<file path="config.mk">
export PLATFORM = sky130hd
export DESIGN_NAME = mono_bitmap_lcd_blitter_top
export DESIGN_NICKNAME = d
export VERILOG_FILES = /design/src/mblb_pkg.sv /design/src/mblb_cfg_regs.sv /design/src/mblb_datapath.sv /design/src/mblb_ctrl.sv /design/src/mono_bitmap_lcd_blitter_top.sv
export SDC_FILE = /design/constraint.sdc
export NUM_CORES = 1
export LEC_CHECK = 0
export ABC_AREA = 1
export BUFFER_PORTS_ARGS = -buffer_cell sky130_fd_sc_hd__buf_2
export CAP_MARGIN = 20
export CELL_PAD_IN_SITES_DETAIL_PLACEMENT = 1
export CELL_PAD_IN_SITES_GLOBAL_PLACEMENT = 1
export CORE_MARGIN = 2
export CORE_UTILIZATION = 46
export CTS_CLUSTER_SIZE = 25
export DETAILED_ROUTE_END_ITERATION = 6
export GPL_ROUTABILITY_DRIVEN = 0
export GPL_TIMING_DRIVEN = 1
export PLACE_DENSITY = 0.82
export SLEW_MARGIN = 20
export SYNTH_ARGS = -nofsm -noshare
export SYNTH_HDL_FRONTEND = slang
export SYNTH_SLANG_ARGS = --single-unit
</file>
<file path="constraint.sdc">
create_clock -name i_clk -period 4.3 [get_ports i_clk]
set_input_delay 0.86 -clock i_clk [delete_from_list [all_inputs] [get_ports i_clk]]
set_output_delay 0.86 -clock i_clk [all_outputs]
set_load 0.01 [all_outputs]
</file>
<file path="src/mblb_pkg.sv">
// ----------------------------------------------------------------------------
// mblb_pkg
// Types, codes and constants shared by the bitmap blitter modules.
// ----------------------------------------------------------------------------
`default_nettype none

package mblb_pkg;

    localparam logic [15:0] PANEL_LONG  = 16'd800;
    localparam logic [15:0] PANEL_SHORT = 16'd480;

    localparam int CFG_ADDR_W = 5;
    localparam int CFG_DATA_W = 32;
    localparam int OUT_DATA_W = 40;

    // configuration register indexes
    localparam logic [2:0] REG_X_ORIGIN  = 3'd0;
    localparam logic [2:0] REG_Y_ORIGIN  = 3'd1;
    localparam logic [2:0] REG_WIDTH     = 3'd2;
    localparam logic [2:0] REG_HEIGHT    = 3'd3;
    localparam logic [2:0] REG_FORE      = 3'd4;
    localparam logic [2:0] REG_BACK      = 3'd5;
    localparam logic [2:0] REG_LANDSCAPE = 3'd6;

    // write kinds
    localparam logic [1:0] KIND_REG = 2'd0;
    localparam logic [1:0] KIND_CMD = 2'd1;
    localparam logic [1:0] KIND_PIX = 2'd2;

    // controller commands and register addresses
    localparam logic [15:0] CMD_XS_HI = 16'h2A00;
    localparam logic [15:0] CMD_XS_LO = 16'h2A01;
    localparam logic [15:0] CMD_XE_HI = 16'h2A02;
    localparam logic [15:0] CMD_XE_LO = 16'h2A03;
    localparam logic [15:0] CMD_YS_HI = 16'h2B00;
    localparam logic [15:0] CMD_YS_LO = 16'h2B01;
    localparam logic [15:0] CMD_YE_HI = 16'h2B02;
    localparam logic [15:0] CMD_YE_LO = 16'h2B03;
    localparam logic [15:0] CMD_MEM_WR = 16'h2C00;
    localparam logic [15:0] CACHE_RESET = 16'hFFFF;

    typedef struct packed {
        logic [15:0] x_origin;
        logic [15:0] y_origin;
        logic [9:0]  bitmap_width;
        logic [9:0]  bitmap_height;
        logic [15:0] fore_color;
        logic [15:0] back_color;
        logic        landscape;
    } t_cfg;

    typedef enum logic [3:0] {
        W_XS_HI, W_XS_LO, W_XE_HI, W_XE_LO,
        W_YS_HI, W_YS_LO, W_YE_HI, W_YE_LO,
        W_CMD, W_DATA
    } t_wsel;

    typedef enum logic [3:0] {
        ST_IDLE, ST_SEL_XS, ST_XS_LO, ST_SEL_XE, ST_XE_LO,
        ST_SEL_YS, ST_YS_LO, ST_SEL_YE, ST_YE_LO, ST_CMD, ST_DATA
    } t_state;

    typedef struct packed {
        logic  load;
        logic  emit;
        t_wsel wsel;
    } t_dp_cmd;

    typedef struct packed {
        logic [3:0] diff;      // ye, ys, xe, xs differ from cache
        logic       item_end;  // current pixel ends the byte or the bitmap
        logic       out_free;
    } t_dp_status;

endpackage

`default_nettype wire

</file>
<file path="src/mblb_cfg_regs.sv">
// ----------------------------------------------------------------------------
// mblb_cfg_regs
// APB register file holding origin, size, colors and orientation.
// ----------------------------------------------------------------------------
`default_nettype none

module mblb_cfg_regs
    import mblb_pkg::*;
(
    input  wire logic                  i_clk,
    input  wire logic                  i_rst_n,
    input  wire logic                  psel,
    input  wire logic                  penable,
    input  wire logic                  pwrite,
    input  wire logic [CFG_ADDR_W-1:0] paddr,
    input  wire logic [CFG_DATA_W-1:0] pwdata,
    output logic      [CFG_DATA_W-1:0] prdata,
    output logic                       pready,
    output t_cfg                       o_cfg
);

    t_cfg       r_cfg;
    logic       wr_en;
    logic [2:0] idx;

    assign pready = 1'b1;
    assign idx    = paddr[4:2];
    assign wr_en  = psel && penable && pwrite;
    assign o_cfg  = r_cfg;

    always_ff @(posedge i_clk) begin
        if (!i_rst_n) begin
            r_cfg.x_origin      <= '0;
            r_cfg.y_origin      <= '0;
            r_cfg.bitmap_width  <= 10'd1;
            r_cfg.bitmap_height <= 10'd1;
            r_cfg.fore_color    <= '0;
            r_cfg.back_color    <= '0;
            r_cfg.landscape     <= 1'b0;
        end else if (wr_en) begin
            case (idx)
                REG_X_ORIGIN:  r_cfg.x_origin      <= pwdata[15:0];
                REG_Y_ORIGIN:  r_cfg.y_origin      <= pwdata[15:0];
                REG_WIDTH:     r_cfg.bitmap_width  <= pwdata[9:0];
                REG_HEIGHT:    r_cfg.bitmap_height <= pwdata[9:0];
                REG_FORE:      r_cfg.fore_color    <= pwdata[15:0];
                REG_BACK:      r_cfg.back_color    <= pwdata[15:0];
                REG_LANDSCAPE: r_cfg.landscape     <= pwdata[0];
                default: ;
            endcase
        end
    end

    always_comb begin
        case (idx)
            REG_X_ORIGIN:  prdata = {16'd0, r_cfg.x_origin};
            REG_Y_ORIGIN:  prdata = {16'd0, r_cfg.y_origin};
            REG_WIDTH:     prdata = {22'd0, r_cfg.bitmap_width};
            REG_HEIGHT:    prdata = {22'd0, r_cfg.bitmap_height};
            REG_FORE:      prdata = {16'd0, r_cfg.fore_color};
            REG_BACK:      prdata = {16'd0, r_cfg.back_color};
            REG_LANDSCAPE: prdata = {31'd0, r_cfg.landscape};
            default:       prdata = '0;
        endcase
    end

endmodule

`default_nettype wire

</file>
<file path="src/mblb_datapath.sv">
// ----------------------------------------------------------------------------
// mblb_datapath
// Pixel counters, window caches and the output write register.
// ----------------------------------------------------------------------------
`default_nettype none

module mblb_datapath
    import mblb_pkg::*;
(
    input  wire logic                  i_clk,
    input  wire logic                  i_rst_n,
    input  wire t_cfg                  i_cfg,
    input  wire t_dp_cmd               i_cmd,
    output t_dp_status                 o_status,
    input  wire logic [7:0]            i_byte,
    output logic                       o_valid,
    input  wire logic                  i_ready,
    output logic      [OUT_DATA_W-1:0] o_data,
    output logic                       o_last,
    output logic                       o_done
);

    logic [7:0]  r_bits;
    logic [2:0]  r_bit;
    logic [9:0]  r_col;
    logic [9:0]  r_row;
    logic [15:0] r_xs_c, r_xe_c, r_ys_c, r_ye_c;
    logic        r_out_valid;
    logic [1:0]  r_kind;
    logic [15:0] r_cmd_w;
    logic [15:0] r_data_w;
    logic        r_last;
    logic        r_done;

    logic [9:0]  w_eff, h_eff;
    logic        row_last, done, item_end;
    logic [15:0] xs, ys, xe, ye, color;
    logic [1:0]  n_kind;
    logic [15:0] n_cmd_w, n_data_w;
    logic        adv;

    assign w_eff    = (i_cfg.bitmap_width  == 10'd0) ? 10'd1 : i_cfg.bitmap_width;
    assign h_eff    = (i_cfg.bitmap_height == 10'd0) ? 10'd1 : i_cfg.bitmap_height;
    assign row_last = ({1'b0, r_row} + 11'd1) >= {1'b0, h_eff};
    assign done     = row_last && (({1'b0, r_col} + 11'd1) >= {1'b0, w_eff});
    assign item_end = done || (r_bit == 3'd7);
    assign xs       = i_cfg.x_origin + {6'd0, r_col};
    assign ys       = i_cfg.y_origin + {6'd0, r_row};
    assign xe       = i_cfg.landscape ? PANEL_LONG : PANEL_SHORT;
    assign ye       = i_cfg.landscape ? PANEL_SHORT : PANEL_LONG;
    assign color    = r_bits[r_bit] ? i_cfg.fore_color : i_cfg.back_color;
    assign adv      = i_cmd.emit && (i_cmd.wsel == W_DATA);

    assign o_status.diff     = {ye != r_ye_c, ys != r_ys_c, xe != r_xe_c, xs != r_xs_c};
    assign o_status.item_end = item_end;
    assign o_status.out_free = !r_out_valid || i_ready;

    always_comb begin
        n_kind   = KIND_REG;
        n_cmd_w  = '0;
        n_data_w = '0;
        case (i_cmd.wsel)
            W_XS_HI: begin n_cmd_w = CMD_XS_HI; n_data_w = {8'd0, xs[15:8]}; end
            W_XS_LO: begin n_cmd_w = CMD_XS_LO; n_data_w = {8'd0, xs[7:0]};  end
            W_XE_HI: begin n_cmd_w = CMD_XE_HI; n_data_w = {8'd0, xe[15:8]}; end
            W_XE_LO: begin n_cmd_w = CMD_XE_LO; n_data_w = {8'd0, xe[7:0]};  end
            W_YS_HI: begin n_cmd_w = CMD_YS_HI; n_data_w = {8'd0, ys[15:8]}; end
            W_YS_LO: begin n_cmd_w = CMD_YS_LO; n_data_w = {8'd0, ys[7:0]};  end
            W_YE_HI: begin n_cmd_w = CMD_YE_HI; n_data_w = {8'd0, ye[15:8]}; end
            W_YE_LO: begin n_cmd_w = CMD_YE_LO; n_data_w = {8'd0, ye[7:0]};  end
            W_CMD: begin
                n_kind  = KIND_CMD;
                n_cmd_w = CMD_MEM_WR;
            end
            W_DATA: begin
                n_kind   = KIND_PIX;
                n_data_w = color;
            end
            default: ;
        endcase
    end

    always_ff @(posedge i_clk) begin
        if (!i_rst_n) begin
            r_bit       <= '0;
            r_col       <= '0;
            r_row       <= '0;
            r_xs_c      <= CACHE_RESET;
            r_xe_c      <= CACHE_RESET;
            r_ys_c      <= CACHE_RESET;
            r_ye_c      <= CACHE_RESET;
            r_out_valid <= 1'b0;
        end else begin
            if (i_cmd.load) begin
                r_bit <= '0;
            end else if (adv) begin
                r_bit <= r_bit + 3'd1;
            end
            if (adv) begin
                if (done) begin
                    r_col <= '0;
                    r_row <= '0;
                end else if (row_last) begin
                    r_row <= '0;
                    r_col <= r_col + 10'd1;
                end else begin
                    r_row <= r_row + 10'd1;
                end
            end
            if (i_cmd.emit) begin
                case (i_cmd.wsel)
                    W_XS_LO: r_xs_c <= xs;
                    W_XE_LO: r_xe_c <= xe;
                    W_YS_LO: r_ys_c <= ys;
                    W_YE_LO: r_ye_c <= ye;
                    default: ;
                endcase
            end
            if (i_cmd.emit) begin
                r_out_valid <= 1'b1;
            end else if (i_ready) begin
                r_out_valid <= 1'b0;
            end
        end
    end

    always_ff @(posedge i_clk) begin
        if (i_cmd.load) begin
            r_bits <= i_byte;
        end
        if (i_cmd.emit) begin
            r_kind   <= n_kind;
            r_cmd_w  <= n_cmd_w;
            r_data_w <= n_data_w;
            r_last   <= adv && item_end;
            r_done   <= done;
        end
    end

    assign o_valid = r_out_valid;
    assign o_data  = {6'd0, r_data_w, r_cmd_w, r_kind};
    assign o_last  = r_last;
    assign o_done  = r_done;

endmodule

`default_nettype wire

</file>
<file path="src/mblb_ctrl.sv">
// ----------------------------------------------------------------------------
// mblb_ctrl
// Sequencer choosing one bus write per cycle, while the output register is free, for each pixel of a byte.
// ----------------------------------------------------------------------------
`default_nettype none

module mblb_ctrl
    import mblb_pkg::*;
(
    input  wire logic       i_clk,
    input  wire logic       i_rst_n,
    input  wire logic       i_in_valid,
    output logic            o_in_ready,
    input  wire t_dp_status i_status,
    output t_dp_cmd         o_cmd
);

    t_state     r_state;
    t_state     n_state;
    logic [3:0] mask;
    logic [3:0] pend;
    t_wsel      sel_w;
    t_state     sel_s;

    always_ff @(posedge i_clk) begin
        if (!i_rst_n) begin
            r_state <= ST_IDLE;
        end else begin
            r_state <= n_state;
        end
    end

    always_comb begin
        case (r_state)
            ST_SEL_XS: mask = 4'b1111;
            ST_SEL_XE: mask = 4'b1110;
            ST_SEL_YS: mask = 4'b1100;
            ST_SEL_YE: mask = 4'b1000;
            default:   mask = 4'b0000;
        endcase
        pend = i_status.diff & mask;
        if (pend[0]) begin
            sel_w = W_XS_HI;
            sel_s = ST_XS_LO;
        end else if (pend[1]) begin
            sel_w = W_XE_HI;
            sel_s = ST_XE_LO;
        end else if (pend[2]) begin
            sel_w = W_YS_HI;
            sel_s = ST_YS_LO;
        end else if (pend[3]) begin
            sel_w = W_YE_HI;
            sel_s = ST_YE_LO;
        end else begin
            sel_w = W_CMD;
            sel_s = ST_DATA;
        end
    end

    always_comb begin
        n_state    = r_state;
        o_in_ready = 1'b0;
        o_cmd.load = 1'b0;
        o_cmd.emit = 1'b0;
        o_cmd.wsel = W_CMD;
        case (r_state)
            ST_IDLE: begin
                o_in_ready = 1'b1;
                if (i_in_valid) begin
                    o_cmd.load = 1'b1;
                    n_state    = ST_SEL_XS;
                end
            end
            ST_SEL_XS, ST_SEL_XE, ST_SEL_YS, ST_SEL_YE: begin
                o_cmd.wsel = sel_w;
                if (i_status.out_free) begin
                    o_cmd.emit = 1'b1;
                    n_state    = sel_s;
                end
            end
            ST_XS_LO: begin
                o_cmd.wsel = W_XS_LO;
                if (i_status.out_free) begin
                    o_cmd.emit = 1'b1;
                    n_state    = ST_SEL_XE;
                end
            end
            ST_XE_LO: begin
                o_cmd.wsel = W_XE_LO;
                if (i_status.out_free) begin
                    o_cmd.emit = 1'b1;
                    n_state    = ST_SEL_YS;
                end
            end
            ST_YS_LO: begin
                o_cmd.wsel = W_YS_LO;
                if (i_status.out_free) begin
                    o_cmd.emit = 1'b1;
                    n_state    = ST_SEL_YE;
                end
            end
            ST_YE_LO: begin
                o_cmd.wsel = W_YE_LO;
                if (i_status.out_free) begin
                    o_cmd.emit = 1'b1;
                    n_state    = ST_CMD;
                end
            end
            ST_CMD: begin
                o_cmd.wsel = W_CMD;
                if (i_status.out_free) begin
                    o_cmd.emit = 1'b1;
                    n_state    = ST_DATA;
                end
            end
            ST_DATA: begin
                o_cmd.wsel = W_DATA;
                if (i_status.out_free) begin
                    o_cmd.emit = 1'b1;
                    n_state    = i_status.item_end ? ST_IDLE : ST_SEL_XS;
                end
            end
            default: begin
                n_state = ST_IDLE;
            end
        endcase
    end

endmodule

`default_nettype wire

</file>
<file path="src/mono_bitmap_lcd_blitter_top.sv">
// ----------------------------------------------------------------------------
// mono_bitmap_lcd_blitter_top
// Expands 1-bit bitmap bytes into RGB565 LCD controller bus writes.
// ----------------------------------------------------------------------------
// Usage:
//   Slave stream: one bitmap byte per transfer, bit 0 the earliest pixel,
//   pixels in column-major order. Master stream: one bus write per transfer,
//   tlast on the final write of a byte, tuser set on every write of the
//   bitmap's final pixel. The APB port sets origin, size, colors and
//   orientation; write it only while the block is idle.
//   Each pixel takes 2 to 10 writes: window register writes only where
//   the cached value changes, then the memory-write command and the pixel
//   word. A byte covers up to 8 pixels; the output register issues one write
//   per cycle while the master takes them. A byte is taken in the idle state,
//   which emits no write; its writes begin once the sequencer leaves idle.
//   The next byte is taken as soon as the final write of the previous one
//   sits in the output register. A master stall holds the write and freezes
//   the sequencer outside idle. Reset clears the pixel counters, sets the
//   window caches to all ones and loads the register defaults.
// ----------------------------------------------------------------------------
`default_nettype none

module mono_bitmap_lcd_blitter_top
    import mblb_pkg::*;
(
    input  wire logic                  i_clk,
    input  wire logic                  i_rst_n,
    input  wire logic                  i_s_tvalid,
    output logic                       o_s_tready,
    input  wire logic [7:0]            i_s_tdata,   // [7:0] bitmap_byte
    output logic                       o_m_tvalid,
    input  wire logic                  i_m_tready,
    // [1:0] write_kind, [17:2] command_word, [33:18] data_word, [39:34] zero
    output logic      [OUT_DATA_W-1:0] o_m_tdata,
    output logic                       o_m_tlast,   // last_of_item
    output logic                       o_m_tuser,   // [0] blit_done
    input  wire logic                  psel,
    input  wire logic                  penable,
    input  wire logic                  pwrite,
    input  wire logic [CFG_ADDR_W-1:0] paddr,
    input  wire logic [CFG_DATA_W-1:0] pwdata,
    output logic      [CFG_DATA_W-1:0] prdata,
    output logic                       pready
);

    t_cfg       cfg;
    t_dp_cmd    cmd;
    t_dp_status status;

    mblb_cfg_regs u_regs (
        .i_clk   (i_clk),
        .i_rst_n (i_rst_n),
        .psel    (psel),
        .penable (penable),
        .pwrite  (pwrite),
        .paddr   (paddr),
        .pwdata  (pwdata),
        .prdata  (prdata),
        .pready  (pready),
        .o_cfg   (cfg)
    );

    mblb_ctrl u_ctrl (
        .i_clk      (i_clk),
        .i_rst_n    (i_rst_n),
        .i_in_valid (i_s_tvalid),
        .o_in_ready (o_s_tready),
        .i_status   (status),
        .o_cmd      (cmd)
    );

    mblb_datapath u_dp (
        .i_clk    (i_clk),
        .i_rst_n  (i_rst_n),
        .i_cfg    (cfg),
        .i_cmd    (cmd),
        .o_status (status),
        .i_byte   (i_s_tdata),
        .o_valid  (o_m_tvalid),
        .i_ready  (i_m_tready),
        .o_data   (o_m_tdata),
        .o_last   (o_m_tlast),
        .o_done   (o_m_tuser)
    );

endmodule

`default_nettype wire

</file>
==> results.md <==
- Status: finished clean
- Top cells by area, synth: dfxtp_1, nand2_1, edfxtp_1
- Global route overflow: 0
- Worst skew pair latency: 0.45 ns
- CP Class: input port to primary output
- Global Route met1 Usage: between 30 and 40%
- Instance count of the mapped netlist: around 1,600
- Post-synthesis sequential area ratio: a little under two fifths
- Total Routing Usage GR: 30.6%
- Routed wire per std cell: around 19 um
- Post-synthesis cell type count: 50
- FF-to-FF End: u_dp.r_data_w[0]
- Slew headroom: between 20 and 30%
- Worst Hold Path EP: u_dp.r_xe_c[14]
- Die height: between 150 and 200 um
- Skew final: 0.0156 ns
- Final Cell Area: between 0.01 and 0.015 mm^2
- P&R area growth vs syn: 11.0%
- Setup slack, reg-to-reg: 0.80 ns
- Core region area: roughly 0.023 mm^2
- CTS clk-pin slew, worst paths: ~0.08 ns
- Antenna violation net count after detailed routing: 0
- I/O pins: 129
- Avg Cell Area, Syn: roughly 7 um^2
- CP required: 3.44 ns
- EDFF count, synth: 34
- Post-synth ARST share: 0%
- Grt peak-use layer: met2
- Pin count of the biggest net entering global routing: 75
- Worst-margin pin slew: between 1 and 1.5 ns
- First-pass GRT wire length: about 60,000 um
- Critical path fanouts, max: 9
- Die width: 158 um
- YS warnings: 0
- Buffers on Ports: between 70 and 80
- Met2 Resource Use GR: around 51%
- Nets: between 1,500 and 2,000
- Met3 Track Usage GR: 4.74%
- Pwr Density: 434 mW/mm^2
- Top cell by count, worst path: buf_2
- Post-CTS setup buffers: 0
- Hold depth: 2
- Critical Path End Type: primary output
- Die area: 0.0251 mm^2
- Ant diodes: 0
- Top-area cell type share of the netlist area: approximately 28%
- Final Cycle Share: a little over four fifths
- CP cell instances: buf_2 > inv_1 > nand2_1 > clkinv_1 > a221oi_1 > o2111ai_1 > buf_2
- HP Start: u_dp.r_xe_c[14]
- Mapped cell area: between 0.01 and 0.015 mm^2
- Slew Limit Fails: 0
- Ys flop type: dfxtp_1
- Hold crit path type: register to register
- Crit-path slowest cell: a221oi_1
- Via count: between 10,000 and 15,000
- Post-synthesis register bit count: approximately 190
- Startpoint Class: input port
- Share of cells above drive strength 1: between 9 and 10%
- Fmax: 0.277 GHz
- Leakage power: 5.67 nW
- Most common cell after layout, fill and taps aside: nand2_1
- Clk sinks: roughly 190
- Arrival @ worst endpoint: approximately 2.8 ns
- DR DRC count: 0
- Worst vdd ir: between 0.3 and 0.4 mV
- DRT Pass-1 Iters: 5
- Final setup vio count: 0
- Hold Vio Cnt, Final: 0
- RR Startpoint: u_dp.r_col[0]
- Num CTS Buffers: 17
- HPWL after DPL: ~29,000 um
- Htree depth: 4
- Largest area contributor in the netlist: dfxtp_1
- Vias per cell: ~5.5
- Crit path time final: around 3.6 ns
- Routed WL: around 38,000 um
- Most frequent cells in the layout: nand2_1, inv_1, nor2_1
- Clock root cell: clkbuf_16
- Reg2Reg Depth: 19
- Initial antenna violation count: 0
- RSZ-0062 raised after global routing: false
- Largest stage delay on the critical path: around 0.50 ns
- CTS max path bufs: 2
- Cts hold-fix bufs: 0
- Placed cell areas: ~0.012 mm^2
- Vias in the first global route: between 10,000 and 15,000
- Post-CTS sizing: 0
- Placed Cells: approximately 1,900
- Layout Cells excl Fill: between 1,500 and 2,000
- Max Cap Viol: 0
- TritonCTS clock tree: built
- Initial core utilization: a little under half
- Cell Rows: 56
- Initial DRC count: about 660
- Total Neg Setup Slack: 0 ns
worst max-delay path: cells and delay by family:
kind                   cells  cell delay (ns)
AO/OA/AOI/OAI              2             0.71
buffers and inverters      4             0.80
AND/OR/NAND/NOR            1             0.37
flip-flops by register name, summed over array words and instances (netlist names), 4 cells and up:
name,cells
u_regs.o_cfg,85
u_dp.r_data_w,16
u_dp.r_xs_c,16
u_dp.r_ys_c,16
u_dp.r_col,10
u_dp.r_row,10
u_dp.r_bits,8
u_dp.r_cmd_w,6
u_ctrl.r_state,4
power breakdown:
group / switching (mW) / internal (mW)
logic: 1.02 / 0.425
registers: 0.123 / 2.12
clock network: 0.806 / 0.781
layer usage:
layer	up-vias	share of wire, %
li1	5260	-
met1	5210	44
met2	341	46
met3	98	5.3
met4	0	4.1
met5	-	0
per-stage QoR:
step / total power [mW] / hold slack (ns) / setup slack, ns / util, %
CTS: 5.30 / 0.488 / 0.752 / 52.0
detailed placement: 3.72 / 0.471 / 0.755 / 49.5
floorplan: 3.21 / 0.443 / 1.36 / -
finish: 5.28 / 0.482 / 0.687 / 52.0
global route: 5.58 / 0.519 / 0.480 / 52.0
global placement: 3.67 / 0.457 / 0.853 / 49.5
kinds of logic (layout without fill, tap and decap cells):
group / count (synthesis) / in the layout / synth area share, %
compound gates: 315 / 315 / 16.8
xor+xnor: 22 / 22 / 1.88
fa+ha+maj: 46 / 46 / 5.39
buf+inv: 278 / 329 / 10.7
flops: 185 / 185 / 36.9
mux: 4 / 4 / 0.366
other cells: 2 / 32 / 0.0686
simple gates: 717 / 717 / 27.9
final cells by class:
class                   instances  area, um^2
clock buffers                  18         429
clock inverters                14         150
fillers                      3147       11200
inverters                     206         773
multi-input cells            1136        5870
flip-flops and latches        185        4040
well taps                     319         399
repair buffers                 91         490
synthesized netlist by cell type (4+ instances only):
library cell and number:
xor2_1 17, nor2_1 180, nand3b_1 16, o21ai_0 127
nand4_1 24, buf_4 34, mux2i_1 4, inv_2 5
nand3_1 85, dfxtp_1 151, nor2_2 4, a211oi_1 15
o31ai_1 4, nand2_2 10, xnor2_1 4, o22ai_1 5
clkbuf_1 38, ha_1 44, a21oi_1 100, nor3_1 10
edfxtp_1 34, o2111ai_1 13, clkinv_1 8, inv_1 193
o211ai_1 23, a221oi_1 11, nand3_2 5, nand2_1 370
how the worst max path moves through the flow:
stage,from,to,cells past startpoint
after floorplan,u_ctrl.r_state[3],u_dp.o_done,10
after global placement,paddr[4],prdata[7],7
final,paddr[4],prdata[7],7
after global routing,u_dp.r_col[0],u_dp.r_data_w[0],19
after CTS,paddr[4],prdata[7],7
after detailed placement,paddr[4],prdata[7],7
(Power assumes the default switching activity.)
